File: src/design/sha256_pkg.sv
// ----------------------------------------------------------------------------
// sha256_pkg
// Shared types, constants and round functions for the SHA-256 hasher.
// ----------------------------------------------------------------------------
package sha256_pkg;

    // Word queue depth between front and core (one full block).
    localparam int WQ_DEPTH = 16;

    // One queue entry: a big-endian message word, flagged on the last word
    // of the final (padded) block of a message.
    typedef struct packed {
        logic        final_blk;
        logic [31:0] word;
    } wq_entry_t;

    // Initial hash value, H0 in the top word.
    localparam logic [255:0] H_INIT = {
        32'h6a09e667, 32'hbb67ae85, 32'h3c6ef372, 32'ha54ff53a,
        32'h510e527f, 32'h9b05688c, 32'h1f83d9ab, 32'h5be0cd19
    };

    function automatic logic [31:0] h_init_word(input logic [2:0] idx);
        logic [31:0] w;
        w = H_INIT[255 - 32 * int'(idx) -: 32];
        return w;
    endfunction

    function automatic logic [31:0] big_s0(input logic [31:0] x);
        return {x[1:0], x[31:2]} ^ {x[12:0], x[31:13]} ^ {x[21:0], x[31:22]};
    endfunction

    function automatic logic [31:0] big_s1(input logic [31:0] x);
        return {x[5:0], x[31:6]} ^ {x[10:0], x[31:11]} ^ {x[24:0], x[31:25]};
    endfunction

    function automatic logic [31:0] small_s0(input logic [31:0] x);
        return {x[6:0], x[31:7]} ^ {x[17:0], x[31:18]} ^ {3'b000, x[31:3]};
    endfunction

    function automatic logic [31:0] small_s1(input logic [31:0] x);
        return {x[16:0], x[31:17]} ^ {x[18:0], x[31:19]} ^ {10'd0, x[31:10]};
    endfunction

    function automatic logic [31:0] ch_f(input logic [31:0] e, input logic [31:0] f,
                                         input logic [31:0] g);
        return (e & f) ^ (~e & g);
    endfunction

    function automatic logic [31:0] maj_f(input logic [31:0] a, input logic [31:0] b,
                                          input logic [31:0] c);
        return (a & b) ^ (a & c) ^ (b & c);
    endfunction

    // Round constants.
    function automatic logic [31:0] round_k(input logic [5:0] r);
        logic [31:0] k;
        case (r)
            6'd0:  k = 32'h428a2f98;  6'd1:  k = 32'h71374491;
            6'd2:  k = 32'hb5c0fbcf;  6'd3:  k = 32'he9b5dba5;
            6'd4:  k = 32'h3956c25b;  6'd5:  k = 32'h59f111f1;
            6'd6:  k = 32'h923f82a4;  6'd7:  k = 32'hab1c5ed5;
            6'd8:  k = 32'hd807aa98;  6'd9:  k = 32'h12835b01;
            6'd10: k = 32'h243185be;  6'd11: k = 32'h550c7dc3;
            6'd12: k = 32'h72be5d74;  6'd13: k = 32'h80deb1fe;
            6'd14: k = 32'h9bdc06a7;  6'd15: k = 32'hc19bf174;
            6'd16: k = 32'he49b69c1;  6'd17: k = 32'hefbe4786;
            6'd18: k = 32'h0fc19dc6;  6'd19: k = 32'h240ca1cc;
            6'd20: k = 32'h2de92c6f;  6'd21: k = 32'h4a7484aa;
            6'd22: k = 32'h5cb0a9dc;  6'd23: k = 32'h76f988da;
            6'd24: k = 32'h983e5152;  6'd25: k = 32'ha831c66d;
            6'd26: k = 32'hb00327c8;  6'd27: k = 32'hbf597fc7;
            6'd28: k = 32'hc6e00bf3;  6'd29: k = 32'hd5a79147;
            6'd30: k = 32'h06ca6351;  6'd31: k = 32'h14292967;
            6'd32: k = 32'h27b70a85;  6'd33: k = 32'h2e1b2138;
            6'd34: k = 32'h4d2c6dfc;  6'd35: k = 32'h53380d13;
            6'd36: k = 32'h650a7354;  6'd37: k = 32'h766a0abb;
            6'd38: k = 32'h81c2c92e;  6'd39: k = 32'h92722c85;
            6'd40: k = 32'ha2bfe8a1;  6'd41: k = 32'ha81a664b;
            6'd42: k = 32'hc24b8b70;  6'd43: k = 32'hc76c51a3;
            6'd44: k = 32'hd192e819;  6'd45: k = 32'hd6990624;
            6'd46: k = 32'hf40e3585;  6'd47: k = 32'h106aa070;
            6'd48: k = 32'h19a4c116;  6'd49: k = 32'h1e376c08;
            6'd50: k = 32'h2748774c;  6'd51: k = 32'h34b0bcb5;
            6'd52: k = 32'h391c0cb3;  6'd53: k = 32'h4ed8aa4a;
            6'd54: k = 32'h5b9cca4f;  6'd55: k = 32'h682e6ff3;
            6'd56: k = 32'h748f82ee;  6'd57: k = 32'h78a5636f;
            6'd58: k = 32'h84c87814;  6'd59: k = 32'h8cc70208;
            6'd60: k = 32'h90befffa;  6'd61: k = 32'ha4506ceb;
            6'd62: k = 32'hbef9a3f7;  6'd63: k = 32'hc67178f2;
            default: k = 32'h0;
        endcase
        return k;
    endfunction

endpackage

File: src/design/sha256_wq.sv
// ----------------------------------------------------------------------------
// sha256_wq
// Word queue between the byte front end and the compression core.
// ----------------------------------------------------------------------------
module sha256_wq #(
    parameter int DEPTH = sha256_pkg::WQ_DEPTH
) (
    input  logic                  clk,
    input  logic                  rst_n,
    input  logic                  push,
    input  sha256_pkg::wq_entry_t din,
    output logic                  full,
    input  logic                  pop,
    output sha256_pkg::wq_entry_t dout,
    output logic                  empty
);

    localparam int AW = (DEPTH > 1) ? $clog2(DEPTH) : 1;
    localparam int CW = $clog2(DEPTH + 1);

    sha256_pkg::wq_entry_t mem_reg [DEPTH];
    logic [AW-1:0] wr_ptr_reg, wr_ptr_next;
    logic [AW-1:0] rd_ptr_reg, rd_ptr_next;
    logic [CW-1:0] cnt_reg, cnt_next;
    logic          do_push, do_pop;

    assign full    = (cnt_reg == CW'(DEPTH));
    assign empty   = (cnt_reg == '0);
    assign do_push = push && !full;
    assign do_pop  = pop && !empty;
    assign dout    = mem_reg[rd_ptr_reg];

    always_comb
    begin
        wr_ptr_next = wr_ptr_reg;
        rd_ptr_next = rd_ptr_reg;
        cnt_next    = cnt_reg;
        if (do_push)
        begin
            wr_ptr_next = (wr_ptr_reg == AW'(DEPTH - 1)) ? '0 : wr_ptr_reg + 1'b1;
        end
        if (do_pop)
        begin
            rd_ptr_next = (rd_ptr_reg == AW'(DEPTH - 1)) ? '0 : rd_ptr_reg + 1'b1;
        end
        if (do_push && !do_pop)
        begin
            cnt_next = cnt_reg + 1'b1;
        end
        else if (do_pop && !do_push)
        begin
            cnt_next = cnt_reg - 1'b1;
        end
    end

    always_ff @(posedge clk or negedge rst_n)
    begin
        if (!rst_n)
        begin
            wr_ptr_reg <= '0;
            rd_ptr_reg <= '0;
            cnt_reg    <= '0;
        end
        else
        begin
            wr_ptr_reg <= wr_ptr_next;
            rd_ptr_reg <= rd_ptr_next;
            cnt_reg    <= cnt_next;
        end
    end

    always_ff @(posedge clk)
    begin
        if (do_push)
        begin
            mem_reg[wr_ptr_reg] <= din;
        end
    end

    a_cnt_bound: assert property (@(posedge clk) disable iff (!rst_n)
        cnt_reg <= CW'(DEPTH))
        else $error("word queue count out of range");

endmodule

File: src/design/sha256_front.sv
// ----------------------------------------------------------------------------
// sha256_front
// Takes data/finish beats, packs bytes into words, inserts padding and the
// bit length, and pushes words into the word queue.
// ----------------------------------------------------------------------------
module sha256_front (
    input  logic                  clk,
    input  logic                  rst_n,
    input  logic                  push,
    output logic                  full,
    input  logic                  kind,
    input  logic [7:0]            data_byte,
    output logic                  q_push,
    output sha256_pkg::wq_entry_t q_din,
    input  logic                  q_full
);

    localparam logic F_DATA = 1'b0;
    localparam logic F_PAD  = 1'b1;

    logic        state_reg, state_next;
    logic [5:0]  pos_reg, pos_next;
    logic [23:0] pack_reg, pack_next;
    logic [63:0] bitlen_reg, bitlen_next;
    logic        len_ok_reg, len_ok_next;
    logic        acc, wr_en, tag, len_phase;
    logic [7:0]  wr_byte;

    assign full      = (state_reg == F_PAD) || q_full;
    assign acc       = push && !full;
    assign len_phase = len_ok_reg && (pos_reg >= 6'd56);

    always_comb
    begin
        wr_en   = 1'b0;
        wr_byte = 8'h00;
        tag     = 1'b0;
        unique case (state_reg)
            F_DATA:
            begin
                wr_en   = acc;
                wr_byte = kind ? 8'h80 : data_byte;
            end
            F_PAD:
            begin
                wr_en   = !q_full;
                wr_byte = len_phase ? bitlen_reg[63:56] : 8'h00;
                tag     = len_ok_reg && (pos_reg == 6'd63);
            end
            default:
            begin
                wr_en = 1'b0;
            end
        endcase
    end

    assign q_push          = wr_en && (pos_reg[1:0] == 2'b11);
    assign q_din.final_blk = tag;
    assign q_din.word      = {pack_reg, wr_byte};

    always_comb
    begin
        state_next  = state_reg;
        pos_next    = pos_reg;
        pack_next   = pack_reg;
        bitlen_next = bitlen_reg;
        len_ok_next = len_ok_reg;
        if (wr_en)
        begin
            pos_next  = pos_reg + 1'b1;
            pack_next = {pack_reg[15:0], wr_byte};
        end
        unique case (state_reg)
            F_DATA:
            begin
                if (acc && !kind)
                begin
                    bitlen_next = bitlen_reg + 64'd8;
                end
                else if (acc && kind)
                begin
                    state_next  = F_PAD;
                    // length fits in this block, or 0x80 closes it exactly
                    len_ok_next = (pos_reg < 6'd56) || (pos_reg == 6'd63);
                end
            end
            F_PAD:
            begin
                if (wr_en)
                begin
                    if (len_phase)
                    begin
                        bitlen_next = {bitlen_reg[55:0], 8'h00};
                    end
                    if (tag)
                    begin
                        state_next  = F_DATA;
                        len_ok_next = 1'b0;
                    end
                    else if (pos_reg == 6'd63)
                    begin
                        len_ok_next = 1'b1;
                    end
                end
            end
            default:
            begin
                state_next = F_DATA;
            end
        endcase
    end

    always_ff @(posedge clk or negedge rst_n)
    begin
        if (!rst_n)
        begin
            state_reg  <= F_DATA;
            pos_reg    <= '0;
            bitlen_reg <= '0;
            len_ok_reg <= 1'b0;
        end
        else
        begin
            state_reg  <= state_next;
            pos_reg    <= pos_next;
            bitlen_reg <= bitlen_next;
            len_ok_reg <= len_ok_next;
        end
    end

    always_ff @(posedge clk)
    begin
        pack_reg <= pack_next;
    end

    a_push_room: assert property (@(posedge clk) disable iff (!rst_n)
        q_push |-> !q_full)
        else $error("word pushed into full queue");

    a_msg_end: assert property (@(posedge clk) disable iff (!rst_n)
        (q_push && tag) |=> (state_reg == F_DATA) && (bitlen_reg == '0)
                            && (pos_reg == '0))
        else $error("front not back at message start after final word");

endmodule

File: src/design/sha256_core.sv
// ----------------------------------------------------------------------------
// sha256_core
// Compression engine: one round per cycle while queue words are on hand,
// rolling 16-word schedule, eight-word digest buffer drained at result port.
// ----------------------------------------------------------------------------
module sha256_core (
    input  logic                  clk,
    input  logic                  rst_n,
    input  sha256_pkg::wq_entry_t q_dout,
    input  logic                  q_empty,
    output logic                  q_pop,
    output logic                  empty,
    input  logic                  pop,
    output logic [31:0]           digest_word,
    output logic [2:0]            word_index,
    output logic                  last_word
);

    localparam logic [1:0] B_IDLE  = 2'd0;
    localparam logic [1:0] B_ROUND = 2'd1;
    localparam logic [1:0] B_DONE  = 2'd2;

    logic [1:0]  state_reg;
    logic [5:0]  rnd_reg;
    logic        final_reg;
    logic [31:0] hash_reg [8];
    logic [31:0] work_reg [8];
    logic [31:0] win_reg  [16];
    logic [31:0] dig_reg  [8];
    logic [2:0]  idx_reg;
    logic        dig_valid_reg;

    logic        step, load_work, do_load_dig, out_pop;
    logic [31:0] w, w_calc, t1, t2;

    assign q_pop  = (state_reg == B_ROUND) && (rnd_reg[5:4] == 2'b00) && !q_empty;
    assign step   = (state_reg == B_ROUND) && ((rnd_reg[5:4] != 2'b00) || !q_empty);
    assign load_work   = (state_reg == B_IDLE) && !q_empty;
    assign do_load_dig = (state_reg == B_DONE) && final_reg && !dig_valid_reg;
    assign out_pop     = pop && dig_valid_reg;

    assign w_calc = sha256_pkg::small_s1(win_reg[14]) + win_reg[9]
                  + sha256_pkg::small_s0(win_reg[1]) + win_reg[0];
    assign w      = (rnd_reg[5:4] == 2'b00) ? q_dout.word : w_calc;

    assign t1 = work_reg[7] + sha256_pkg::big_s1(work_reg[4])
              + sha256_pkg::ch_f(work_reg[4], work_reg[5], work_reg[6])
              + sha256_pkg::round_k(rnd_reg) + w;
    assign t2 = sha256_pkg::big_s0(work_reg[0])
              + sha256_pkg::maj_f(work_reg[0], work_reg[1], work_reg[2]);

    assign empty       = !dig_valid_reg;
    assign digest_word = dig_reg[0];
    assign word_index  = idx_reg;
    assign last_word   = (idx_reg == 3'd7);

    always_ff @(posedge clk or negedge rst_n)
    begin
        if (!rst_n)
        begin
            state_reg     <= B_IDLE;
            rnd_reg       <= '0;
            final_reg     <= 1'b0;
            idx_reg       <= '0;
            dig_valid_reg <= 1'b0;
            for (int i = 0; i < 8; i++)
            begin
                hash_reg[i] <= sha256_pkg::h_init_word(3'(i));
            end
        end
        else
        begin
            unique case (state_reg)
                B_IDLE:
                begin
                    if (load_work)
                    begin
                        rnd_reg   <= '0;
                        state_reg <= B_ROUND;
                    end
                end
                B_ROUND:
                begin
                    if (q_pop)
                    begin
                        final_reg <= q_dout.final_blk;
                    end
                    if (step)
                    begin
                        rnd_reg <= rnd_reg + 1'b1;
                        if (rnd_reg == 6'd63)
                        begin
                            state_reg <= B_DONE;
                        end
                    end
                end
                B_DONE:
                begin
                    if (!final_reg)
                    begin
                        for (int i = 0; i < 8; i++)
                        begin
                            hash_reg[i] <= hash_reg[i] + work_reg[i];
                        end
                        state_reg <= B_IDLE;
                    end
                    else if (do_load_dig)
                    begin
                        for (int i = 0; i < 8; i++)
                        begin
                            hash_reg[i] <= sha256_pkg::h_init_word(3'(i));
                        end
                        state_reg <= B_IDLE;
                    end
                end
                default:
                begin
                    state_reg <= B_IDLE;
                end
            endcase

            if (do_load_dig)
            begin
                dig_valid_reg <= 1'b1;
                idx_reg       <= '0;
            end
            else if (out_pop)
            begin
                idx_reg <= idx_reg + 1'b1;
                if (idx_reg == 3'd7)
                begin
                    dig_valid_reg <= 1'b0;
                end
            end
        end
    end

    // datapath registers
    always_ff @(posedge clk)
    begin
        if (load_work)
        begin
            for (int i = 0; i < 8; i++)
            begin
                work_reg[i] <= hash_reg[i];
            end
        end
        else if (step)
        begin
            work_reg[7] <= work_reg[6];
            work_reg[6] <= work_reg[5];
            work_reg[5] <= work_reg[4];
            work_reg[4] <= work_reg[3] + t1;
            work_reg[3] <= work_reg[2];
            work_reg[2] <= work_reg[1];
            work_reg[1] <= work_reg[0];
            work_reg[0] <= t1 + t2;
        end

        if (step)
        begin
            for (int i = 0; i < 15; i++)
            begin
                win_reg[i] <= win_reg[i + 1];
            end
            win_reg[15] <= w;
        end

        if (do_load_dig)
        begin
            for (int i = 0; i < 8; i++)
            begin
                dig_reg[i] <= hash_reg[i] + work_reg[i];
            end
        end
        else if (out_pop)
        begin
            for (int i = 0; i < 7; i++)
            begin
                dig_reg[i] <= dig_reg[i + 1];
            end
        end
    end

    a_pop_ok: assert property (@(posedge clk) disable iff (!rst_n)
        q_pop |-> (!q_empty && (state_reg == B_ROUND) && (rnd_reg < 6'd16)))
        else $error("word popped outside the load rounds");

    a_dig_load: assert property (@(posedge clk) disable iff (!rst_n)
        do_load_dig |=> (!empty && (word_index == 3'd0) && (state_reg == B_IDLE)))
        else $error("digest load did not present word 0");

endmodule

File: src/design/sha256_message_hasher.sv
// ----------------------------------------------------------------------------
// sha256_message_hasher
// SHA-256 digest of a byte stream; eight digest words out per finish beat.
// ----------------------------------------------------------------------------
// Throughput: one byte beat per cycle while the 16-word queue has room; a
//   block passes through the core as a load step, 64 rounds and a hash add.
//   A finish beat holds off the input while its padding goes out, one byte
//   per cycle while the queue has room.
// Digest: the core compresses words as they arrive; digest word 0 shows
//   once the final block's rounds are done and its digest is loaded.
// Reset: asynchronous, active low; hash words return to the initial values,
//   queue and digest buffer are empty. No clearing pass.
// ----------------------------------------------------------------------------
module sha256_message_hasher #(
    parameter int WQ_DEPTH = sha256_pkg::WQ_DEPTH
) (
    input  logic        clk,
    input  logic        rst_n,
    // input side: byte or finish beats
    input  logic        push,
    output logic        full,
    input  logic        kind,
    input  logic [7:0]  data_byte,
    // result side: digest word beats
    output logic        empty,
    input  logic        pop,
    output logic [31:0] digest_word,
    output logic [2:0]  word_index,
    output logic        last_word
);

    // Word path from front end to core. The front end keeps packing and
    // padding on its own; the core drains words during rounds 0..15 of
    // each block, so the queue lets the next block build up while the
    // current one compresses.
    sha256_pkg::wq_entry_t q_din;
    sha256_pkg::wq_entry_t q_dout;
    logic                  q_push;
    logic                  q_full;
    logic                  q_pop;
    logic                  q_empty;

    // Front end: accepts beats, tracks byte position and bit length,
    // inserts 0x80, zero fill and the big-endian length.
    sha256_front u_front (
        .clk       (clk),
        .rst_n     (rst_n),
        .push      (push),
        .full      (full),
        .kind      (kind),
        .data_byte (data_byte),
        .q_push    (q_push),
        .q_din     (q_din),
        .q_full    (q_full)
    );

    sha256_wq #(
        .DEPTH (WQ_DEPTH)
    ) u_wq (
        .clk   (clk),
        .rst_n (rst_n),
        .push  (q_push),
        .din   (q_din),
        .full  (q_full),
        .pop   (q_pop),
        .dout  (q_dout),
        .empty (q_empty)
    );

    // Core: compression rounds and the digest buffer. A final block waits
    // in its add step until the previous digest has fully drained.
    sha256_core u_core (
        .clk         (clk),
        .rst_n       (rst_n),
        .q_dout      (q_dout),
        .q_empty     (q_empty),
        .q_pop       (q_pop),
        .empty       (empty),
        .pop         (pop),
        .digest_word (digest_word),
        .word_index  (word_index),
        .last_word   (last_word)
    );

endmodule

File: config.mk
export PLATFORM = sky130hd
export DESIGN_NAME = sha256_message_hasher
export DESIGN_NICKNAME = d
export VERILOG_FILES = /design/src/design/sha256_pkg.sv /design/src/design/sha256_wq.sv /design/src/design/sha256_front.sv /design/src/design/sha256_core.sv /design/src/design/sha256_message_hasher.sv
export SDC_FILE = /design/constraint.sdc
export NUM_CORES = 2
export LEC_CHECK = 0
export ABC_CLOCK_PERIOD_IN_PS = 24000
export BUFFER_PORTS_ARGS = -buffer_cell sky130_fd_sc_hd__clkbuf_2
export CAP_MARGIN = 20
export CORE_MARGIN = 5
export CORE_UTILIZATION = 45
export CTS_CLUSTER_DIAMETER = 200
export DETAILED_ROUTE_END_ITERATION = 7
export PLACE_DENSITY = 0.57
export SYNTH_ARGS = -nofsm -noshare
export SYNTH_HDL_FRONTEND = slang
export SYNTH_HIERARCHICAL = 1
export SYNTH_SLANG_ARGS = --single-unit
File: constraint.sdc
create_clock -name clk -period 24 [get_ports clk]
set_clock_uncertainty 0.05 [all_clocks]
set_input_delay 7.2 -clock clk [delete_from_list [all_inputs] [get_ports clk]]
set_output_delay 7.2 -clock clk [all_outputs]
set_load 0.1 [all_outputs]
=== Word-level counts from Yosys, hierarchy flattened ===
Memory sizes are Yosys's and may differ from the RTL's.
Index checks and enable logic that the tools add are counted.

* Bits in registers: 378
* RAM bits: 1,552
* Memory bits (read-only): 2,048
* Output and inout bits: 38
* Word-level logic and storage cells: 218
* Memories: 5

{| class="wikitable"
|+ Memories
! memory !! words !! bits a word !! read ports !! clocked after Yosys merged registers in !! wr ports !! line !! text
|-
| (name not given) || 64 || 32 || 1 || 0 || 0 || sha256_pkg.sv:58 || <nowiki>case (r)</nowiki>
|-
| u_wq.mem_reg || 16 || 33 || 1 || 0 || 1 || sha256_wq.sv:21 || <nowiki>sha256_pkg::wq_entry_t mem_reg [DEPTH];</nowiki>
|-
| u_core.win_reg || 16 || 32 || 16 || 0 || 16 || sha256_core.sv:28 || <nowiki>logic [31:0] win_reg [16];</nowiki>
|-
| u_core.dig_reg || 8 || 32 || 8 || 0 || 8 || sha256_core.sv:29 || <nowiki>logic [31:0] dig_reg [8];</nowiki>
|-
| u_core.work_reg || 8 || 32 || 8 || 0 || 8 || sha256_core.sv:27 || <nowiki>logic [31:0] work_reg [8];</nowiki>
|}

* $add $sub $neg: 26
* Order comparisons: 2
* Eq/ne operators: 20
* Mux-type cells: 69
* Bitwise gates (word level): 33
* Reduce and logical (&&, ||, !) cells: 42

{| class="wikitable"
|+ Operator list
! operator !! count
|-
| 32-bit adder || 18
|-
| 256-bit 2-to-1 mux || 2
|-
| 32-bit 2-to-1 mux || 16
|-
| 32-bit bitwise XOR || 9
|-
| 64-bit 2-to-1 mux || 3
|-
| 32-bit bitwise AND || 5
|-
| 64-bit one-hot mux with 2 select lines || 1
|-
| 64-bit by 4-bit adder with 64-bit output, second input constant || 1
|-
| 32-bit NOT || 1
|-
| 32-bit by 22-bit bitwise XOR with 32-bit output || 1
|-
| 32-bit by 29-bit bitwise XOR with 32-bit output || 1
|-
| 1-bit 2-to-1 mux || 26
|-
| 1-bit logical AND || 17
|-
| 8-bit 2-to-1 mux || 2
|-
| 8-bit one-hot mux with 2 select lines || 1
|-
| 1-bit OR || 15
|-
| 6-bit by 1-bit adder with 6-bit output, second input constant || 2
|-
| 6-bit == test, second input constant || 2
|-
| 6-bit 2-to-1 mux || 2
|-
| 6-bit one-hot mux with 2 select lines || 1
|-
| 2-bit 2-to-1 mux || 5
|-
| 5-bit 2-to-1 mux || 2
|-
| 2-bit != test, second input constant || 5
|-
| 2-bit nonzero test || 5
|-
| other kinds (25) || 49
|}

=== Logic depth before layout (Yosys ltp) ===
* Depth after elaboration: 11
* Depth in mapped cells: 48
* Mapped depth without buffers: 48

=== Hierarchy ===
The synthesis kept the hierarchy.

{| class="wikitable"
|+ By module, submodules not included
! module !! times used !! cells an instance !! area each (um^2) !! seq. area each (um^2)
|-
| sha256_core || 1 || 6,812 || 74,118.6 || 37,651.1
|-
| sha256_wq || 1 || 909 || 20,599.8 || 16,180.5
|-
| sha256_front || 1 || 614 || 5,587.9 || 2,447.3
|}

=== Worst setup path before layout ===
Ideal clock, no wire load.

* Path kind: reg-to-reg
* Start: register u_core.rnd_reg[4]
* End: memory u_core.win_reg[0][0] (enable)
* Library setup time: 1.078 ns
* Data arrival time: 14.973 ns
* Required time: 22.872 ns
* Path slack: 7.899 ns
* Cell stages (with the launch flop): 7
* Buffers on the path: 2
* Clock period less this slack: 16.101 ns
* Path through: dfrtp_1 > clkbuf_1 > nor2_1 > nand2_1 > nand2_1 > inv_2 > clkbuf_1

{| class="wikitable"
|+ RTL lines
! what !! line !! text
|-
| from (decl) || sha256_core.sv:24 || <nowiki>logic [5:0] rnd_reg;</nowiki>
|-
| from (signal assigned) || sha256_core.sv:90 || <nowiki>rnd_reg <= rnd_reg + 1'b1;</nowiki>
|-
| to (decl) || sha256_core.sv:28 ||
|}

==> results by group <==
Setup path
  – RR Startpoint: u_core/win_reg[0][51]
  – Slowest cell on crit path: o21ai_0
  – CP max stage delay: 0.68 ns
  – Startpoint Class: flip-flop
  – Setup CP Type: reg -> reg
  – Critical path data required time: 24.52 ns
  – WP data arrival: 12.33 ns
  – CP endpoint kind: flip-flop
  – Worst setup path start: u_core/win_reg[0][51]
  – Max FO, Critical Path: 6
  – Critical path's most frequent cell: fa_1

Floorplanning
  – Die width: 482 microns
  – Initial Util: 45.2%
  – Area of the core: 222000 sq um
  – Die Y-Extent: 482 microns
  – Die footprint: 232000 sq um
  – Ports: 51
  – Placement Rows: 173

Logic synthesis
  – Yosys cell types: 101
  – Yosys warns: 6
  – Multiplexer area fraction after synthesis: 4.15%
  – Main synth FF type: edfxtp_1
  – Simple logic cell fraction of the synthesized area: 9.97%
  – Synth Net Count: 8968
  – Flops & latches, synth: 1927
  – Synth Area in Compound Gates: 11.7%
  – Share of flip-flops with an asynchronous set or reset: 18.2%
  – Register area share after synthesis: 56.1%
  – Xor/xnor cell area share of the yosys netlist: 5.27%
  – Post-Synth Adder-Cell Area: 9.52%
  – Combinational family with the most area after synthesis: compound AO/OA/AOI/OAI gates
  – Gate Count Post-Synth: 8335
  – Post-Syn Area: 100000 sq um
  – Post-Syn Area per Cell: 12.0 sq um
  – Post-synth EDFFs: 1576

Finish
  – Fraction of final layout cells sized beyond drive strength 1: 10.7%
  – Fillers: 19.6k
  – Most frequent cells in the layout: edfxtp_1 (1576), nand2_1 (1401), xnor2_1 (468)
  – Fin area: 111000 sq um
  – Commonest non-fill, non-tap cell in the layout: edfxtp_1
  – Area grow syn2layout: 10.2%
  – Area occupied by multi-input gates: 40900 sq um
  – FF+latch area: 56300 sq um
  – Layout Nets: 8908
  – Number of flip-flops in the largest register: 528

Timing
  – Final setup fails: 0
  – Max Slew Vio Count: 0
  – Hold slack: 0.361 ns
  – Final Hold Fails: 0
  – Worst setup margin: 12.19 ns
  – Setup_tns: 0 ns
  – Fin crit share: 49.2%
  – Min Clock Period, post-route: 11.81 ns
  – RSZ-0062 raised after global routing: false
  – Fmax: 84.7 MHz
  – Worst slew pin tran: 1.27 ns
  – Slew HR: 15.5%

Clock tree
  – Post-CTS setup repair buffer count: 0
  – Clk_lat worst skew: 0.86 ns
  – CTS Buf Count: 206
  – Clock Tree Root: clkbuf_16
  – Clock Sinks: 1927
  – CTS Hold Bufs: 0
  – Clock buffer depth: 3
  – Clock slew at reported path FFs: 0.06 ns
  – CTS tree: yes
  – H-tree Lvls: 4
  – Resized Gates After CTS: 0

Placed design
  – PortBufs: 50
  – Post-DP Area: 104000 sq um
  – Dpl hpwl: 200 mm
  – GP Congestion: 0.922
  – Worst slack, placed: 12.39 ns

Routing
  – Total number of vias: 66.6k
  – WL per Instance: 26.0 microns
  – Vias per inst: 5.83
  – Final WL: 297 mm
  – First DRT Iteration DRCs: 5763
  – DRC viols: 0
  – Detail Route Antenna Nets: 0
  – First drt pass iteration count: 6

Global route
  – Largest net degree at the start of global routing: 188
  – Vias in the first global route: 65.5k
  – First-pass GRT wire length: 437 mm
  – Gr ovfl total: 0
  – GRT Resource Usage Total: 25.2%
  – Initial antenna violation count: 5

Hold path
  – HP Class: reg -> reg
  – HP Start: u_core/win_reg[1][135]

Run
  – Max Cap Violations: 0

Status
  – Status: completed
## through the flow
stage / cells / util (%)
5_1_grt: 11400 / 49.8
3_5_place_dp: 11000 / 46.6
4_1_cts: 11400 / 49.8
3_3_place_gp: 11000 / 46.6
6_report: 11400 / 49.8
2_1_floorplan: 8335 / -
## logic make-up after synthesis
kind of cell | count (synthesis)
AND/OR/NAND/NOR | 2311
adder cells (fa/ha/maj) | 650
buffers and inverters | 805
XOR/XNOR | 604
AO/OA/AOI/OAI | 1805
multiplexers | 233
flip-flops | 1927
## cell usage after synthesis (all sizes together), types with 141 or more instances
cell | count | share of area, %
nand2 | 1404 | 5.3
clkbuf | 314 | 1.2
edfxtp | 1576 | 47
fa | 198 | 4.0
ha | 422 | 5.3
a21oi | 451 | 2.3
a21o | 170 | 1.3
o21ai | 443 | 2.2
xnor2 | 468 | 4.1
mux4 | 141 | 3.2
inv | 370 | 1.4
nor2 | 363 | 1.4
dfrtp | 215 | 5.4
## cell type report
| class | instances | area share (%) |
|---|---|---|
| Clock buffer | 266 | 5.07 |
| Sequential cell | 1927 | 50.9 |
| Clock inverter | 120 | 1.30 |
| Timing Repair Buffer | 164 | 1.07 |
| Antenna cell | 3 | 0.00679 |
| Multi-Input combinational cell | 5603 | 37.0 |
| Inverter | 373 | 1.27 |
| Tap cell | 2975 | 3.37 |
## routing by layer
metal | track usage (%) | wire, microns | vias up
met4 | 7.98 | 10300 | 0
met1 | 35.5 | 131000 | 33800
met3 | 3.36 | 16500 | 441
li1 | - | - | 30200
met2 | 40.7 | 139000 | 2170
met5 | 0 | 0 | -
## worst paths after layout
kind,to,slack (ns),cells past startpoint
setup / recovery,u_core/work_reg[0][31],12.19,42
hold / removal,u_core/win_reg[1][103],0.36,0
setup reg to reg,u_core/work_reg[0][31],12.19,42
hold reg to reg,u_core/win_reg[1][103],0.36,0
max in group asynchronous,u_front/bitlen_reg[12],14.54,4
min in group asynchronous,u_core/word_index[2],6.42,1
## critical path, delay by kind of cell (launching register included)
family          cells  cell delay, ns
compound gates     18            4.48
xor+xnor            6            1.38
fa+ha+maj          10            4.25
simple gates        3            0.58
buf+inv             5            0.31
flops               1            0.48
Power is left out: the tool's default activity adds up to more than one toggle a clock period on the data nets, which glitch-free logic cannot reach.
